--- config.mk ---
export PLATFORM = sky130hd
export DESIGN_NAME = duty_cycle_tilt_and_load_monitor_top_flat
export DESIGN_NICKNAME = d
export VERILOG_FILES = /design/src/dctl_pkg.sv /design/src/dctl_in_if.sv /design/src/dctl_out_if.sv /design/src/dctl_cfg_if.sv /design/src/duty_cycle_tilt_and_load_monitor_top.sv /design/src/dctl_edge_chan.sv /design/src/dctl_cordic.sv /design/src/flat_wrapper.sv
export SDC_FILE = /design/constraint.sdc
export NUM_CORES = 2
export LEC_CHECK = 0
export BUFFER_PORTS_ARGS = -buffer_cell sky130_fd_sc_hd__buf_4
export CAP_MARGIN = 0
export CORE_MARGIN = 3
export CORE_UTILIZATION = 55
export CTS_CLUSTER_DIAMETER = 50
export DETAILED_ROUTE_END_ITERATION = 10
export PLACE_DENSITY = 0.72
export SLEW_MARGIN = 30
export SYNTH_ARGS = -nofsm -noshare
export SYNTH_HDL_FRONTEND = slang
export SYNTH_SLANG_ARGS = --single-unit
export TNS_END_PERCENT = 1
--- constraint.sdc ---
create_clock -name clk -period 10.2 [get_ports clk]
set_clock_uncertainty 0.15 [all_clocks]
set_input_delay 2.04 -clock clk [delete_from_list [all_inputs] [get_ports clk]]
set_output_delay 2.04 -clock clk [all_outputs]
set_load 0.005 [all_outputs]
--- src/dctl_pkg.sv ---
// shared types, codes, constants and arctangent table of the tilt and load monitor
package dctl_pkg;

  localparam int TIME_W     = 16;
  localparam int CMD_W      = 2;
  localparam int SAMPLE_W   = 16;
  localparam int ANGLE_W    = 11;
  localparam int MASS_W     = 12;
  localparam int CFG_IDX_W  = 4;
  localparam int CFG_DATA_W = 12;
  localparam int DUTY_W     = 18;
  localparam int MAG_W      = 17;
  localparam int PROD_W     = 22;
  localparam int TENTHS_W   = 10;
  localparam int CORDIC_W   = 40;
  localparam int Z_W        = 29;
  localparam int TBL_W      = 25;
  localparam int TBL_IDX_W  = 5;

  localparam logic [CMD_W-1:0] CMD_X_EDGE = 2'd0;
  localparam logic [CMD_W-1:0] CMD_Y_EDGE = 2'd1;
  localparam logic [CMD_W-1:0] CMD_EVAL   = 2'd2;

  localparam logic [CFG_IDX_W-1:0] REG_ANGLE_MIN = 4'd0;
  localparam logic [CFG_IDX_W-1:0] REG_ANGLE_MAX = 4'd1;
  localparam logic [CFG_IDX_W-1:0] REG_MASS_MIN  = 4'd2;
  localparam logic [CFG_IDX_W-1:0] REG_MASS_MAX  = 4'd3;

  localparam logic [ANGLE_W-1:0] ANGLE_MIN_RST = 11'd100;
  localparam logic [ANGLE_W-1:0] ANGLE_MAX_RST = 11'd1700;
  localparam logic [MASS_W-1:0]  MASS_MIN_RST  = 12'd0;
  localparam logic [MASS_W-1:0]  MASS_MAX_RST  = 12'd3600;

  localparam logic [ANGLE_W-1:0] ANGLE_RIGHT = 11'd900;
  localparam logic [ANGLE_W-1:0] ANGLE_FLAT  = 11'd1800;
  localparam logic [ANGLE_W-1:0] ANGLE_ZERO  = 11'd0;

  localparam logic [PROD_W-1:0] LOAD_HI_KNEE = 22'd1300000;
  localparam logic [PROD_W-1:0] LOAD_LO_KNEE = 22'd1100000;
  localparam logic [PROD_W-1:0] LOAD_HI_COMP = 22'd100000;
  localparam logic [PROD_W-1:0] LOAD_LO_COMP = 22'd60000;
  localparam logic [PROD_W-1:0] LOAD_ROUND   = 22'd500;
  // ceil(2^32 / 1000), exact for all products below 2^22
  localparam logic [22:0]       RECIP_1000   = 23'd4294968;

  localparam logic [25:0] Z_LIMIT = 26'd58982400;
  localparam logic [25:0] Z_HALF  = 26'd32768;

  typedef struct packed {
    logic [TIME_W-1:0] high;
    logic [TIME_W-1:0] period;
  } chan_meas_t;

  typedef struct packed {
    logic             start;
    logic [MAG_W-1:0] ax;
    logic [MAG_W-1:0] ay;
  } cordic_req_t;

  typedef struct packed {
    logic                busy;
    logic [TENTHS_W-1:0] tenths;
  } cordic_sts_t;

  // atan(2^-i) in units of 2^-16 tenth of a degree
  function automatic logic [TBL_W-1:0] atan_entry(input logic [TBL_IDX_W-1:0] idx);
    logic [TBL_W-1:0] v;
    case (idx)
      5'd0:    v = 25'd29491200;
      5'd1:    v = 25'd17409672;
      5'd2:    v = 25'd9198793;
      5'd3:    v = 25'd4669451;
      5'd4:    v = 25'd2343786;
      5'd5:    v = 25'd1173036;
      5'd6:    v = 25'd586661;
      5'd7:    v = 25'd293348;
      5'd8:    v = 25'd146676;
      5'd9:    v = 25'd73339;
      5'd10:   v = 25'd36669;
      5'd11:   v = 25'd18335;
      5'd12:   v = 25'd9167;
      5'd13:   v = 25'd4584;
      5'd14:   v = 25'd2292;
      5'd15:   v = 25'd1146;
      5'd16:   v = 25'd573;
      5'd17:   v = 25'd286;
      5'd18:   v = 25'd143;
      5'd19:   v = 25'd72;
      5'd20:   v = 25'd36;
      5'd21:   v = 25'd18;
      5'd22:   v = 25'd9;
      5'd23:   v = 25'd4;
      default: v = 25'd0;
    endcase
    return v;
  endfunction

endpackage

--- src/dctl_in_if.sv ---
// input channel: edge and evaluate beats
interface dctl_in_if;
  logic                           valid;
  logic                           ready;
  logic [dctl_pkg::CMD_W-1:0]     command;
  logic [dctl_pkg::TIME_W-1:0]    timestamp;
  logic [dctl_pkg::SAMPLE_W-1:0]  adc_sample;

  modport source (output valid, command, timestamp, adc_sample, input ready);
  modport sink   (input valid, command, timestamp, adc_sample, output ready);
endinterface

--- src/dctl_out_if.sv ---
// result channel: one beat per evaluate
interface dctl_out_if;
  logic                          valid;
  logic                          ready;
  logic [dctl_pkg::ANGLE_W-1:0]  angle_tenths;
  logic                          angle_valid;
  logic                          angle_safe;
  logic [dctl_pkg::MASS_W-1:0]   mass_tenths;
  logic                          mass_safe;
  logic [dctl_pkg::TIME_W-1:0]   x_high_time;
  logic [dctl_pkg::TIME_W-1:0]   y_high_time;

  modport source (output valid, angle_tenths, angle_valid, angle_safe, mass_tenths,
                  mass_safe, x_high_time, y_high_time, input ready);
  modport sink   (input valid, angle_tenths, angle_valid, angle_safe, mass_tenths,
                  mass_safe, x_high_time, y_high_time, output ready);
endinterface

--- src/dctl_cfg_if.sv ---
// configuration write channel
interface dctl_cfg_if;
  logic                             valid;
  logic                             ready;
  logic [dctl_pkg::CFG_IDX_W-1:0]   index;
  logic [dctl_pkg::CFG_DATA_W-1:0]  data;

  modport source (output valid, index, data, input ready);
  modport sink   (input valid, index, data, output ready);
endinterface

--- src/duty_cycle_tilt_and_load_monitor_top.sv ---
// top level of the duty-cycle tilt and load monitor: sequencer, mass path, windows
//
//  channel  dir  beat                                         ready
//  in_ch    in   command, timestamp, adc_sample                while idle
//  out_ch   out  angle, mass, window flags, x and y high time  from sink
//  cfg_ch   in   index, data                                   always
//
// an edge beat is taken in the idle state; an evaluate beat steps through prep, mass, wait
// and output, the wait step holding while the arctangent unit does one micro-rotation per
// cycle, or passing at once when the x duty offset is zero and the unit is skipped
// the result sits in an output register, so a new beat is taken while it waits
// a stalled result holds the sequencer in its last step until the slot frees
// synchronous active-low reset restores control and channel state, no clearing pass
module duty_cycle_tilt_and_load_monitor_top #(
  parameter int ANGLE_ITERATIONS = 16
) (
  input logic      clk,
  input logic      rst_n,
  dctl_in_if.sink    in_ch,
  dctl_out_if.source out_ch,
  dctl_cfg_if.sink   cfg_ch
);

  typedef enum logic [2:0] {S_IDLE, S_PREP, S_MASS, S_WAIT, S_OUT} state_t;

  state_t                              state_r;
  logic [dctl_pkg::ANGLE_W-1:0]        angle_min_r, angle_max_r;
  logic [dctl_pkg::MASS_W-1:0]         mass_min_r, mass_max_r;
  logic [dctl_pkg::SAMPLE_W-1:0]       sample_r;
  logic signed [dctl_pkg::DUTY_W-1:0]  n_r, d_r, n_now, d_now, n_neg, d_neg;
  logic [dctl_pkg::PROD_W-1:0]         p_raw, p_adj, p_r, p_round;
  logic [44:0]                         mass_prod;
  logic [dctl_pkg::MASS_W-1:0]         mass_r;
  logic [dctl_pkg::ANGLE_W-1:0]        angle;
  logic                                valid_ang;
  logic                                load_out;
  logic                                out_valid_r;
  logic [dctl_pkg::ANGLE_W-1:0]        out_angle_r;
  logic                                out_avalid_r, out_asafe_r, out_msafe_r;
  logic [dctl_pkg::MASS_W-1:0]         out_mass_r;
  logic [dctl_pkg::TIME_W-1:0]         out_xh_r, out_yh_r;
  logic                                in_acc;
  dctl_pkg::chan_meas_t                x_meas, y_meas;
  dctl_pkg::cordic_req_t               cord_req;
  dctl_pkg::cordic_sts_t               cord_sts;

  assign in_acc       = in_ch.valid && in_ch.ready;
  assign in_ch.ready  = (state_r == S_IDLE);
  assign cfg_ch.ready = 1'b1;

  dctl_edge_chan u_x_chan (
    .clk     (clk),
    .rst_n   (rst_n),
    .edge_en (in_acc && (in_ch.command == dctl_pkg::CMD_X_EDGE)),
    .ts      (in_ch.timestamp),
    .meas    (x_meas)
  );

  dctl_edge_chan u_y_chan (
    .clk     (clk),
    .rst_n   (rst_n),
    .edge_en (in_acc && (in_ch.command == dctl_pkg::CMD_Y_EDGE)),
    .ts      (in_ch.timestamp),
    .meas    (y_meas)
  );

  assign n_now = $signed({1'b0, y_meas.high, 1'b0}) - $signed({2'b0, y_meas.period});
  assign d_now = $signed({1'b0, x_meas.high, 1'b0}) - $signed({2'b0, x_meas.period});
  assign n_neg = -n_r;
  assign d_neg = -d_r;

  assign cord_req.start = (state_r == S_PREP) && (d_r != 0);
  assign cord_req.ax    = d_r[dctl_pkg::DUTY_W-1] ? d_neg[dctl_pkg::MAG_W-1:0]
                                                  : d_r[dctl_pkg::MAG_W-1:0];
  assign cord_req.ay    = n_r[dctl_pkg::DUTY_W-1] ? n_neg[dctl_pkg::MAG_W-1:0]
                                                  : n_r[dctl_pkg::MAG_W-1:0];

  dctl_cordic #(.ITER(ANGLE_ITERATIONS)) u_cordic (
    .clk   (clk),
    .rst_n (rst_n),
    .req   (cord_req),
    .sts   (cord_sts)
  );

  // load: sample * 35 with knee compensation, then rounded divide by 1000
  always_comb begin
    p_raw = {1'b0, sample_r, 5'b0} + {5'b0, sample_r, 1'b0} + {6'b0, sample_r};
    if (p_raw > dctl_pkg::LOAD_HI_KNEE) begin
      p_adj = p_raw - dctl_pkg::LOAD_HI_COMP;
    end else if (p_raw > dctl_pkg::LOAD_LO_KNEE) begin
      p_adj = p_raw - dctl_pkg::LOAD_LO_COMP;
    end else begin
      p_adj = p_raw;
    end
  end

  assign p_round   = p_r + dctl_pkg::LOAD_ROUND;
  assign mass_prod = p_round * dctl_pkg::RECIP_1000;

  always_comb begin
    valid_ang = 1'b1;
    angle     = dctl_pkg::ANGLE_ZERO;
    if (d_r == 0) begin
      if (n_r > 0) begin
        angle = dctl_pkg::ANGLE_ZERO;
      end else if (n_r < 0) begin
        angle = dctl_pkg::ANGLE_FLAT;
      end else begin
        valid_ang = 1'b0;
      end
    end else if (n_r[dctl_pkg::DUTY_W-1] != d_r[dctl_pkg::DUTY_W-1]) begin
      angle = dctl_pkg::ANGLE_RIGHT + {1'b0, cord_sts.tenths};
    end else begin
      angle = dctl_pkg::ANGLE_RIGHT - {1'b0, cord_sts.tenths};
    end
  end

  assign load_out = (state_r == S_OUT) && (!out_valid_r || out_ch.ready);

  always_ff @(posedge clk) begin
    if (!rst_n) begin
      angle_min_r <= dctl_pkg::ANGLE_MIN_RST;
      angle_max_r <= dctl_pkg::ANGLE_MAX_RST;
      mass_min_r  <= dctl_pkg::MASS_MIN_RST;
      mass_max_r  <= dctl_pkg::MASS_MAX_RST;
    end else if (cfg_ch.valid && cfg_ch.ready) begin
      case (cfg_ch.index)
        dctl_pkg::REG_ANGLE_MIN: angle_min_r <= cfg_ch.data[dctl_pkg::ANGLE_W-1:0];
        dctl_pkg::REG_ANGLE_MAX: angle_max_r <= cfg_ch.data[dctl_pkg::ANGLE_W-1:0];
        dctl_pkg::REG_MASS_MIN:  mass_min_r  <= cfg_ch.data;
        dctl_pkg::REG_MASS_MAX:  mass_max_r  <= cfg_ch.data;
        default: ;
      endcase
    end
  end

  always_ff @(posedge clk) begin
    if (!rst_n) begin
      state_r     <= S_IDLE;
      out_valid_r <= 1'b0;
    end else begin
      if (out_valid_r && out_ch.ready && !load_out) begin
        out_valid_r <= 1'b0;
      end
      case (state_r)
        S_IDLE: begin
          if (in_acc && (in_ch.command == dctl_pkg::CMD_EVAL)) begin
            sample_r <= in_ch.adc_sample;
            n_r      <= n_now;
            d_r      <= d_now;
            state_r  <= S_PREP;
          end
        end
        S_PREP: begin
          p_r     <= p_adj;
          state_r <= S_MASS;
        end
        S_MASS: begin
          mass_r  <= mass_prod[43:32];
          state_r <= S_WAIT;
        end
        S_WAIT: begin
          if (!cord_sts.busy) begin
            state_r <= S_OUT;
          end
        end
        S_OUT: begin
          if (load_out) begin
            out_valid_r  <= 1'b1;
            out_angle_r  <= angle;
            out_avalid_r <= valid_ang;
            out_asafe_r  <= valid_ang && (angle >= angle_min_r) && (angle <= angle_max_r);
            out_mass_r   <= mass_r;
            out_msafe_r  <= (mass_r >= mass_min_r) && (mass_r <= mass_max_r);
            out_xh_r     <= x_meas.high;
            out_yh_r     <= y_meas.high;
            state_r      <= S_IDLE;
          end
        end
        default: state_r <= S_IDLE;
      endcase
    end
  end

  assign out_ch.valid        = out_valid_r;
  assign out_ch.angle_tenths = out_angle_r;
  assign out_ch.angle_valid  = out_avalid_r;
  assign out_ch.angle_safe   = out_asafe_r;
  assign out_ch.mass_tenths  = out_mass_r;
  assign out_ch.mass_safe    = out_msafe_r;
  assign out_ch.x_high_time  = out_xh_r;
  assign out_ch.y_high_time  = out_yh_r;

`ifndef NO_ASSERTIONS
  a_cordic_idle: assert property (@(posedge clk) disable iff (!rst_n)
    in_ch.ready |-> !cord_sts.busy)
    else $error("arctangent unit busy while block is idle");

  a_eval_starts: assert property (@(posedge clk) disable iff (!rst_n)
    (in_acc && (in_ch.command == dctl_pkg::CMD_EVAL)) |=> (state_r == S_PREP))
    else $error("evaluate beat did not start the sequencer");

  a_safe_needs_valid: assert property (@(posedge clk) disable iff (!rst_n)
    (out_valid_r && out_asafe_r) |-> out_avalid_r)
    else $error("angle flagged safe without a valid angle");

  a_invalid_zero: assert property (@(posedge clk) disable iff (!rst_n)
    (out_valid_r && !out_avalid_r) |-> (out_angle_r == dctl_pkg::ANGLE_ZERO))
    else $error("invalid angle is not zero");
`endif

endmodule

--- src/dctl_edge_chan.sv ---
// one duty-cycle channel: rise time, period and high time from edge beats
module dctl_edge_chan (
  input  logic                        clk,
  input  logic                        rst_n,
  input  logic                        edge_en,
  input  logic [dctl_pkg::TIME_W-1:0] ts,
  output dctl_pkg::chan_meas_t        meas
);

  logic                        phase_r;
  logic [dctl_pkg::TIME_W-1:0] rise_r;
  logic [dctl_pkg::TIME_W-1:0] period_r;
  logic [dctl_pkg::TIME_W-1:0] high_r;
  logic [dctl_pkg::TIME_W-1:0] delta;

  assign delta = ts - rise_r;

  always_ff @(posedge clk) begin
    if (!rst_n) begin
      phase_r  <= 1'b0;
      rise_r   <= '0;
      period_r <= dctl_pkg::TIME_W'(1);
      high_r   <= '0;
    end else if (edge_en) begin
      phase_r <= ~phase_r;
      if (!phase_r) begin
        period_r <= delta;
        rise_r   <= ts;
      end else begin
        high_r <= delta;
      end
    end
  end

  assign meas.high   = high_r;
  assign meas.period = period_r;

endmodule

--- src/dctl_cordic.sv ---
// iterative vectoring arctangent, one micro-rotation per cycle
module dctl_cordic #(
  parameter int ITER = 16
) (
  input  logic                  clk,
  input  logic                  rst_n,
  input  dctl_pkg::cordic_req_t req,
  output dctl_pkg::cordic_sts_t sts
);

  localparam int CNT_W = $clog2(ITER + 1);

  logic                                  busy_r;
  logic [CNT_W-1:0]                      cnt_r;
  logic signed [dctl_pkg::CORDIC_W-1:0]  x_r, y_r;
  logic signed [dctl_pkg::CORDIC_W-1:0]  x_nxt, y_nxt, xs, ys;
  logic signed [dctl_pkg::Z_W-1:0]       z_r, z_nxt, step;
  logic [dctl_pkg::TENTHS_W-1:0]         tenths_r;
  logic [25:0]                           z_clip, z_round;
  logic                                  last;

  assign xs   = x_r >>> cnt_r;
  assign ys   = y_r >>> cnt_r;
  assign step = $signed({4'b0, dctl_pkg::atan_entry(dctl_pkg::TBL_IDX_W'(cnt_r))});
  assign last = (cnt_r == CNT_W'(ITER - 1));

  always_comb begin
    x_nxt = x_r;
    y_nxt = y_r;
    z_nxt = z_r;
    if (y_r > 0) begin
      x_nxt = x_r + ys;
      y_nxt = y_r - xs;
      z_nxt = z_r + step;
    end else if (y_r < 0) begin
      x_nxt = x_r - ys;
      y_nxt = y_r + xs;
      z_nxt = z_r - step;
    end
  end

  always_comb begin
    if (z_nxt < 0) begin
      z_clip = '0;
    end else if (z_nxt > $signed({3'b0, dctl_pkg::Z_LIMIT})) begin
      z_clip = dctl_pkg::Z_LIMIT;
    end else begin
      z_clip = z_nxt[25:0];
    end
    z_round = z_clip + dctl_pkg::Z_HALF;
  end

  always_ff @(posedge clk) begin
    if (!rst_n) begin
      busy_r <= 1'b0;
      cnt_r  <= '0;
    end else if (req.start) begin
      busy_r <= 1'b1;
      cnt_r  <= '0;
      x_r    <= $signed({3'b0, req.ax, 20'b0});
      y_r    <= $signed({3'b0, req.ay, 20'b0});
      z_r    <= '0;
    end else if (busy_r) begin
      x_r   <= x_nxt;
      y_r   <= y_nxt;
      z_r   <= z_nxt;
      cnt_r <= cnt_r + CNT_W'(1);
      if (last) begin
        busy_r   <= 1'b0;
        tenths_r <= z_round[25:16];
      end
    end
  end

  assign sts.busy   = busy_r;
  assign sts.tenths = tenths_r;

endmodule
--- src/flat_wrapper.sv ---
// flat-port wrapper written by rule: the top's interface ports become plain ports
module duty_cycle_tilt_and_load_monitor_top_flat 
#(
  parameter int ANGLE_ITERATIONS = 16
)
  (clk, rst_n, in_ch_valid, in_ch_command, in_ch_timestamp, in_ch_adc_sample, in_ch_ready, out_ch_valid, out_ch_angle_tenths, out_ch_angle_valid, out_ch_angle_safe, out_ch_mass_tenths, out_ch_mass_safe, out_ch_x_high_time, out_ch_y_high_time, out_ch_ready, cfg_ch_valid, cfg_ch_index, cfg_ch_data, cfg_ch_ready);
  dctl_in_if in_ch_i ();
  dctl_out_if out_ch_i ();
  dctl_cfg_if cfg_ch_i ();
  input logic clk;
  input logic rst_n;
  input wire logic [$bits(in_ch_i.valid)-1:0] in_ch_valid;
  input wire logic [$bits(in_ch_i.command)-1:0] in_ch_command;
  input wire logic [$bits(in_ch_i.timestamp)-1:0] in_ch_timestamp;
  input wire logic [$bits(in_ch_i.adc_sample)-1:0] in_ch_adc_sample;
  output wire logic [$bits(in_ch_i.ready)-1:0] in_ch_ready;
  output wire logic [$bits(out_ch_i.valid)-1:0] out_ch_valid;
  output wire logic [$bits(out_ch_i.angle_tenths)-1:0] out_ch_angle_tenths;
  output wire logic [$bits(out_ch_i.angle_valid)-1:0] out_ch_angle_valid;
  output wire logic [$bits(out_ch_i.angle_safe)-1:0] out_ch_angle_safe;
  output wire logic [$bits(out_ch_i.mass_tenths)-1:0] out_ch_mass_tenths;
  output wire logic [$bits(out_ch_i.mass_safe)-1:0] out_ch_mass_safe;
  output wire logic [$bits(out_ch_i.x_high_time)-1:0] out_ch_x_high_time;
  output wire logic [$bits(out_ch_i.y_high_time)-1:0] out_ch_y_high_time;
  input wire logic [$bits(out_ch_i.ready)-1:0] out_ch_ready;
  input wire logic [$bits(cfg_ch_i.valid)-1:0] cfg_ch_valid;
  input wire logic [$bits(cfg_ch_i.index)-1:0] cfg_ch_index;
  input wire logic [$bits(cfg_ch_i.data)-1:0] cfg_ch_data;
  output wire logic [$bits(cfg_ch_i.ready)-1:0] cfg_ch_ready;
  assign in_ch_i.valid = in_ch_valid;
  assign in_ch_i.command = in_ch_command;
  assign in_ch_i.timestamp = in_ch_timestamp;
  assign in_ch_i.adc_sample = in_ch_adc_sample;
  assign in_ch_ready = in_ch_i.ready;
  assign out_ch_valid = out_ch_i.valid;
  assign out_ch_angle_tenths = out_ch_i.angle_tenths;
  assign out_ch_angle_valid = out_ch_i.angle_valid;
  assign out_ch_angle_safe = out_ch_i.angle_safe;
  assign out_ch_mass_tenths = out_ch_i.mass_tenths;
  assign out_ch_mass_safe = out_ch_i.mass_safe;
  assign out_ch_x_high_time = out_ch_i.x_high_time;
  assign out_ch_y_high_time = out_ch_i.y_high_time;
  assign out_ch_i.ready = out_ch_ready;
  assign cfg_ch_i.valid = cfg_ch_valid;
  assign cfg_ch_i.index = cfg_ch_index;
  assign cfg_ch_i.data = cfg_ch_data;
  assign cfg_ch_ready = cfg_ch_i.ready;
  duty_cycle_tilt_and_load_monitor_top #(.ANGLE_ITERATIONS(ANGLE_ITERATIONS)) u_core (.clk(clk), .rst_n(rst_n), .in_ch(in_ch_i), .out_ch(out_ch_i), .cfg_ch(cfg_ch_i));
endmodule
# Word level (Yosys, flattened, before mapping)
# Memory sizes are Yosys's and may differ from the RTL's. A register that Yosys moved wholly into a read port is not among the register bits.
# Index checks and enable logic that the tools add are counted.
[word_totals] mem_count=1 output_inout_bits=61 in_bits=55 ff_bits=417 word_cells=163 mem_bits_ro=800
[memory_table] name="(name not given)" words=32 word_bits=25 rd=1 rd_clocked_by_memory_dff=1 wr=0 line="dctl_pkg.sv:68" rtl="case (idx)"
[op_classes] add_sub_neg=21 n_reduce_logical=38 magnitude_cmp=12 eq_ne=14 n_mux=36 n_shift=2 n_bitwise=4 n_mul=1
[op_table] op="two-way mux 40 bit" n=6
[op_table] op="two-way mux 29 bit" n=3
[op_table] op="adder 40 bit" n=2
[op_table] op=">>> shifter 40 x 5 -> 40 bit" n=2
[op_table] op="subtractor 40 bit" n=2
[op_table] op="two-way mux 37 bit" n=2
[op_table] op="two-way mux 26 bit" n=2
[op_table] op="greater-than comparator 22 x 21 -> 1 bit (second input constant)" n=2
[op_table] op="two-way mux 11 bit" n=4
[op_table] op="two-way mux 22 bit" n=2
[op_table] op="multiplier 22 x 20 -> 41 bit (second input constant)" n=1
[op_table] op="greater-than comparator 40 x 1 -> 1 bit (second input constant)" n=1
[op_table] op="< comparator 40 x 1 -> 1 bit (second input constant)" n=1
[op_table] op="subtractor 17 x 16 -> 18 bit" n=2
[op_table] op="two-way mux 17 bit" n=2
[op_table] op="negation 17 bit" n=2
[op_table] op="zero test 32 bit" n=1
[op_table] op="nonzero test 32 bit" n=1
[op_table] op="subtractor 16 bit" n=2
[op_table] op="adder 29 x 26 -> 29 bit" n=1
[op_table] op="greater-than comparator 29 x 27 -> 1 bit (second input constant)" n=1
[op_table] op="< comparator 29 x 1 -> 1 bit (second input constant)" n=1
[op_table] op="subtractor 29 x 26 -> 29 bit" n=1
[op_table] op="adder 26 x 16 -> 26 bit (second input constant)" n=1
[op_table] op="other kinds (42)" n=83

# Logic depth before layout (Yosys ltp)
[depth] depth_word=8 mapped_depth=32

# Hierarchy
# Synthesis repeated with hierarchy kept, for this count alone.
[unflattened] hier_cells=4852 hier_area_um2=43158.9
[by_module_without_submodules] module="dctl_cordic" cells_each=2401 n_inst=1 area_each_um2=19817.8
[by_module_without_submodules] module="duty_cycle_tilt_and_load_monitor_top" cells_each=1819 n_inst=1 area_each_um2=18136.1
[by_module_without_submodules] module="dctl_edge_chan" cells_each=316 n_inst=2 area_each_um2=2602.5

# Least setup slack after synthesis
# No wires, ideal clock.
[synth_path] path_kind="input port to flip-flop" from="input rst_n" to="register u_core.u_cordic.x_r[0] in the netlist's numbering, enable pin" t_required_ps=9505 slack_ps=2183 cell_stages=4 arrival_ps=7322 path_cell_list="nand2b_1 > nor2_1 > a22oi_1 > a21oi_1"
[synth_via] elab_chain_cells=1
[synth_rtl] element="start: declaration" line="flat_wrapper.sv:11" rtl="input logic rst_n;"
[synth_rtl] element="AND reduction 3 bit (no source line)"
[synth_rtl] element="end signal: assignment" line="dctl_cordic.sv:60" rtl="x_r <= $signed({3'b0, req.ax, 20'b0});"
[synth_rtl] element="end signal: assignment" line="dctl_cordic.sv:64" rtl="x_r <= x_nxt;"
[synth_rtl] element="end: declaration" line="dctl_cordic.sv:15" rtl="logic signed [dctl_pkg::CORDIC_W-1:0] x_r, y_r;"
# No other way between the ends.
# A chain may end at the register's enable or synchronous reset.

# Worst setup path after layout
[layout_path] from="register u_core.p_r[6] in the netlist's numbering" to="register u_core.mass_r[11] in the netlist's numbering, data pin"
[layout_via] elab_chain_cells=2
[layout_rtl] element="start: declaration" line="duty_cycle_tilt_and_load_monitor_top.sv:31" rtl="logic [dctl_pkg::PROD_W-1:0] p_raw, p_adj, p_r, p_round;"
[layout_rtl] element="start signal: assignment" line="duty_cycle_tilt_and_load_monitor_top.sv:155" rtl="p_r <= p_adj;"
[layout_rtl] element="adder 22 x 9 -> 22 bit" line="duty_cycle_tilt_and_load_monitor_top.sv:97" rtl="assign p_round = p_r + dctl_pkg::LOAD_ROUND;"
[layout_rtl] element="multiplier 22 x 20 -> 41 bit" line="duty_cycle_tilt_and_load_monitor_top.sv:98" rtl="assign mass_prod = p_round * dctl_pkg::RECIP_1000;"
[layout_rtl] element="via u_core.mass_prod[43]" line="duty_cycle_tilt_and_load_monitor_top.sv:32" rtl="logic [44:0] mass_prod;"
[layout_rtl] element="end signal: assignment" line="duty_cycle_tilt_and_load_monitor_top.sv:159" rtl="mass_r <= mass_prod[43:32];"
[layout_rtl] element="end: declaration" line="duty_cycle_tilt_and_load_monitor_top.sv:33" rtl="logic [dctl_pkg::MASS_W-1:0] mass_r;"
# The timed path passes the listed nets, and every way through them passes these cells.

==> results by group <==
Logic synthesis
  • Cells after Synth: 4674
  • Synthesis-stage register bit count: 442
  • Syn nets: around 5300
  • Post-synth EDFFs: 263
  • Leading area contributor after synthesis: edfxtp_1
  • Synth Warn #: 0
  • Syn avg cell area: about 9.0 um2
  • Synthesized area: 0.0420 mm2
  • Ys flop type: edfxtp_1
  • Synth area leaders: edfxtp_1 (19%), ha_1 (14%), dfxtp_1 (8.5%), fa_1 (5.6%), mux4_2 (5.5%)
  • Post-synthesis sequential area ratio: between 20% and 30%
  • Share of the synthesized area in the top cell type: 18.8%
  • Async SR Flop Fraction: 0%
  • Distinct cell type count after synthesis: 92

Floorplan
  • Rows: 100
  • Die Wd: about 280 um
  • Die Area: 0.0798 mm2
  • Placeable Area: 0.0751 mm2
  • Die height: 282 um
  • IO Pins: 116
  • Starting Density: 56.0%

Setup path
  • Slowest CP cell: or4_1
  • Worst EP arrival: 8620 ps
  • Most common cell on crit path: fa_1
  • Crit. End Element: register
  • Type of origin of the critical path: register
  • Slowest stage delay, CP: 570 ps
  • Critical path class: reg -> reg
  • CP Data Required Time: 10420 ps
  • Worst-path maximum fanout: 6
  • Internal reg-to-reg setup slack: between 1500 and 2000 ps

Pwr
  • P_int: 0.00483 W
  • PwrDens: 166 mW/mm2
  • P_sw: 0.00279 W
  • VDD IR max: 127 uV
  • Sw Ratio: 36.6%
  • Comb power frac: between 40% and 50%
  • Static Leakage: 19.4 nW
  • Clock network power share: 30.2%
  • Sequential cell fraction of total power: around 28%

Timing
  • Setup TNS: 0 ps
  • Final setup fails: 0
  • Slew @ Worst Pin: 959 ps
  • Unrepaired setup endpoints after global routing: false
  • Slew Limit Fails: 0
  • Rel. slew slack: 35.1%
  • Hold_ws: 296 ps
  • F_max: 119 MHz
  • Tcrit/Tclk final: 82.3%
  • Crit path time final: 8400 ps
  • Final hold viol count: 0

Drt
  • Routed via count: 34628
  • DR iter-0 viols: between 3000 and 4000
  • Post-DR vias/cell: between 6 and 7
  • Number of routed nets with antenna violations: 0
  • Wire length per cell: 19.6 um
  • First-pass DRT Iterations: 8
  • Residual DRC: 0
  • Detailed Route WL: 113000 um

Final layout
  • Nets@finish: 5340
  • Highest-count cells in the layout ignoring fill and taps: inv_1 (466), ha_1 (460), nand2_1 (437)
  • Fin area: approximately 0.046 mm2
  • Synth-to-layout area growth: 9.42%
  • Commonest non-fill, non-tap cell in the layout: inv_1
  • Ratio of cells with drive above 1 in the final layout: 10.0%
  • Final Util: between 60% and 70%
  • Final non-filler cell total: 5731
  • Fillers: around 6500

Clocking
  • Htree depth: 2
  • Hold-fix buffers, CTS: 0
  • Postcts setup bufs: 0
  • PostCTS Resize Cnt: 0
  • Worst skew pair latency: 680 ps
  • Reg clk slew, reported paths: 60 ps
  • Total clock sinks: 442
  • CTS max path bufs: 3
  • CTS tree: yes
  • Clk root buf: clkbuf_16
  • TritonCTS Buffers: 60

Status
  • Status: completed

Job
  • Max-cap violation count: 0

Placed design
  • Cell Area, Placed: 0.0437 mm2
  • Placed Instances: 5615
  • Placed wire-length estimate: approximately 86000 um
  • Global placement routability congestion: 0.952
  • IO buf count: 114

Global route
  • Vias in the first global route: roughly 33000
  • Overflow left after global routing: 0
  • First-pass GRT wire length: 179000 um
  • Initial antenna violation count: 6
  • GRT Total Usage: between 20% and 30%
  • Pin count of the biggest net entering global routing: 92

Hold path
  • Worst Hold Class: reg -> reg
synthesized netlist by cell type, types with 45 or more instances:
cell and number:
nor3_1 106, inv_1 466, ha_1 460, a21oi_1 333, o21ai_0 242, mux4_2 103
nand2b_1 47, clkbuf_1 121, fa_1 117, nor2_1 402, edfxtp_1 263, a21o_1 84
nand2_1 437, o21a_1 50, xor2_1 118, xnor2_1 199, nand3_1 79, nor2b_1 45
mux2i_1 111, mux2_2 45, dfxtp_1 179
worst max-delay path, delay by kind of cell (launching register included):
| family | cells | cell delay, ps |
|---|---|---|
| fa+ha+maj | 7 | 3220 |
| simple gates | 8 | 1970 |
| xor+xnor | 2 | 630 |
| flops | 1 | 430 |
| buf+inv | 4 | 210 |
| compound gates | 8 | 1510 |
state kept, by name (all words and copies together) (netlist names), 18 cells and up:
| name | flops |
|---|---|
| u_core.u_cordic.z_r | 29 |
| u_core.d_r | 18 |
| u_core.p_r | 22 |
| u_core.u_cordic.step | 25 |
| u_core.n_r | 18 |
| u_core.u_cordic.y_r | 40 |
| u_core.u_cordic.x_r | 40 |
path summary, 6_finish.rpt:
path | start | endpoint | depth (start not counted)
max | u_core.p_r[6] | u_core.mass_r[11] | 29
min | u_core.mass_r[0] | u_core.out_ch.mass_tenths[0] | 0
max reg2reg | u_core.p_r[6] | u_core.mass_r[11] | 29
min reg2reg | u_core.mass_r[0] | u_core.out_ch.mass_tenths[0] | 0
layer usage:
metal  vias up  part of all wire [%]  wire length [um]  global-route usage [%]
li1      16779                     -                 -                       -
met1     16396                    44             49900                    38.9
met2      1238                    45             51100                    44.9
met3       205                   7.7              8630                    5.04
met4        10                   2.6              2880                    7.38
met5         -                 0.066                74                       0
area by class of cell:
type	instances	area [um2]	share of cell area (%)
multi-input cells	3583	28100	61.1
flip-flops and latches	442	11500	25.0
inverters	471	1770	3.85
clock buffers	69	1620	3.52
well taps	969	1210	2.64
repair buffers	150	1130	2.46
clock inverters	45	641	1.39
diodes	2	5.00	0.0109
through the flow:
step / setup WS, ps / total power (W)
4_1_cts: 1840 / 0.00763
3_5_place_dp: 1870 / 0.00529
6_report: 1800 / 0.00762
3_3_place_gp: 2040 / 0.00524
2_1_floorplan: 2180 / 0.00457
5_1_grt: 1310 / 0.00814
power groups by stage:
stage                     clock, W  combinational [W]  sequential (W)
after global placement           0            0.00304         0.00219
final                      0.00230            0.00315         0.00216
after detailed placement         0            0.00310         0.00219
after floorplan                  0            0.00242         0.00215
after CTS                  0.00235            0.00313         0.00216
after global routing       0.00242            0.00355         0.00217
logic make-up after synthesis:
| logic type | after synthesis | share of synthesized area, % |
|---|---|---|
| simple gates | 1330 | 14.5 |
| compound gates | 1092 | 16.5 |
| buf+inv | 649 | 6.01 |
| fa+ha+maj | 577 | 19.3 |
| flops | 442 | 27.3 |
| xor+xnor | 317 | 6.61 |
| mux | 266 | 9.77 |
| other cells | 1 | 0.00892 |
No activity file was read; power rests on OpenSTA's default activity.
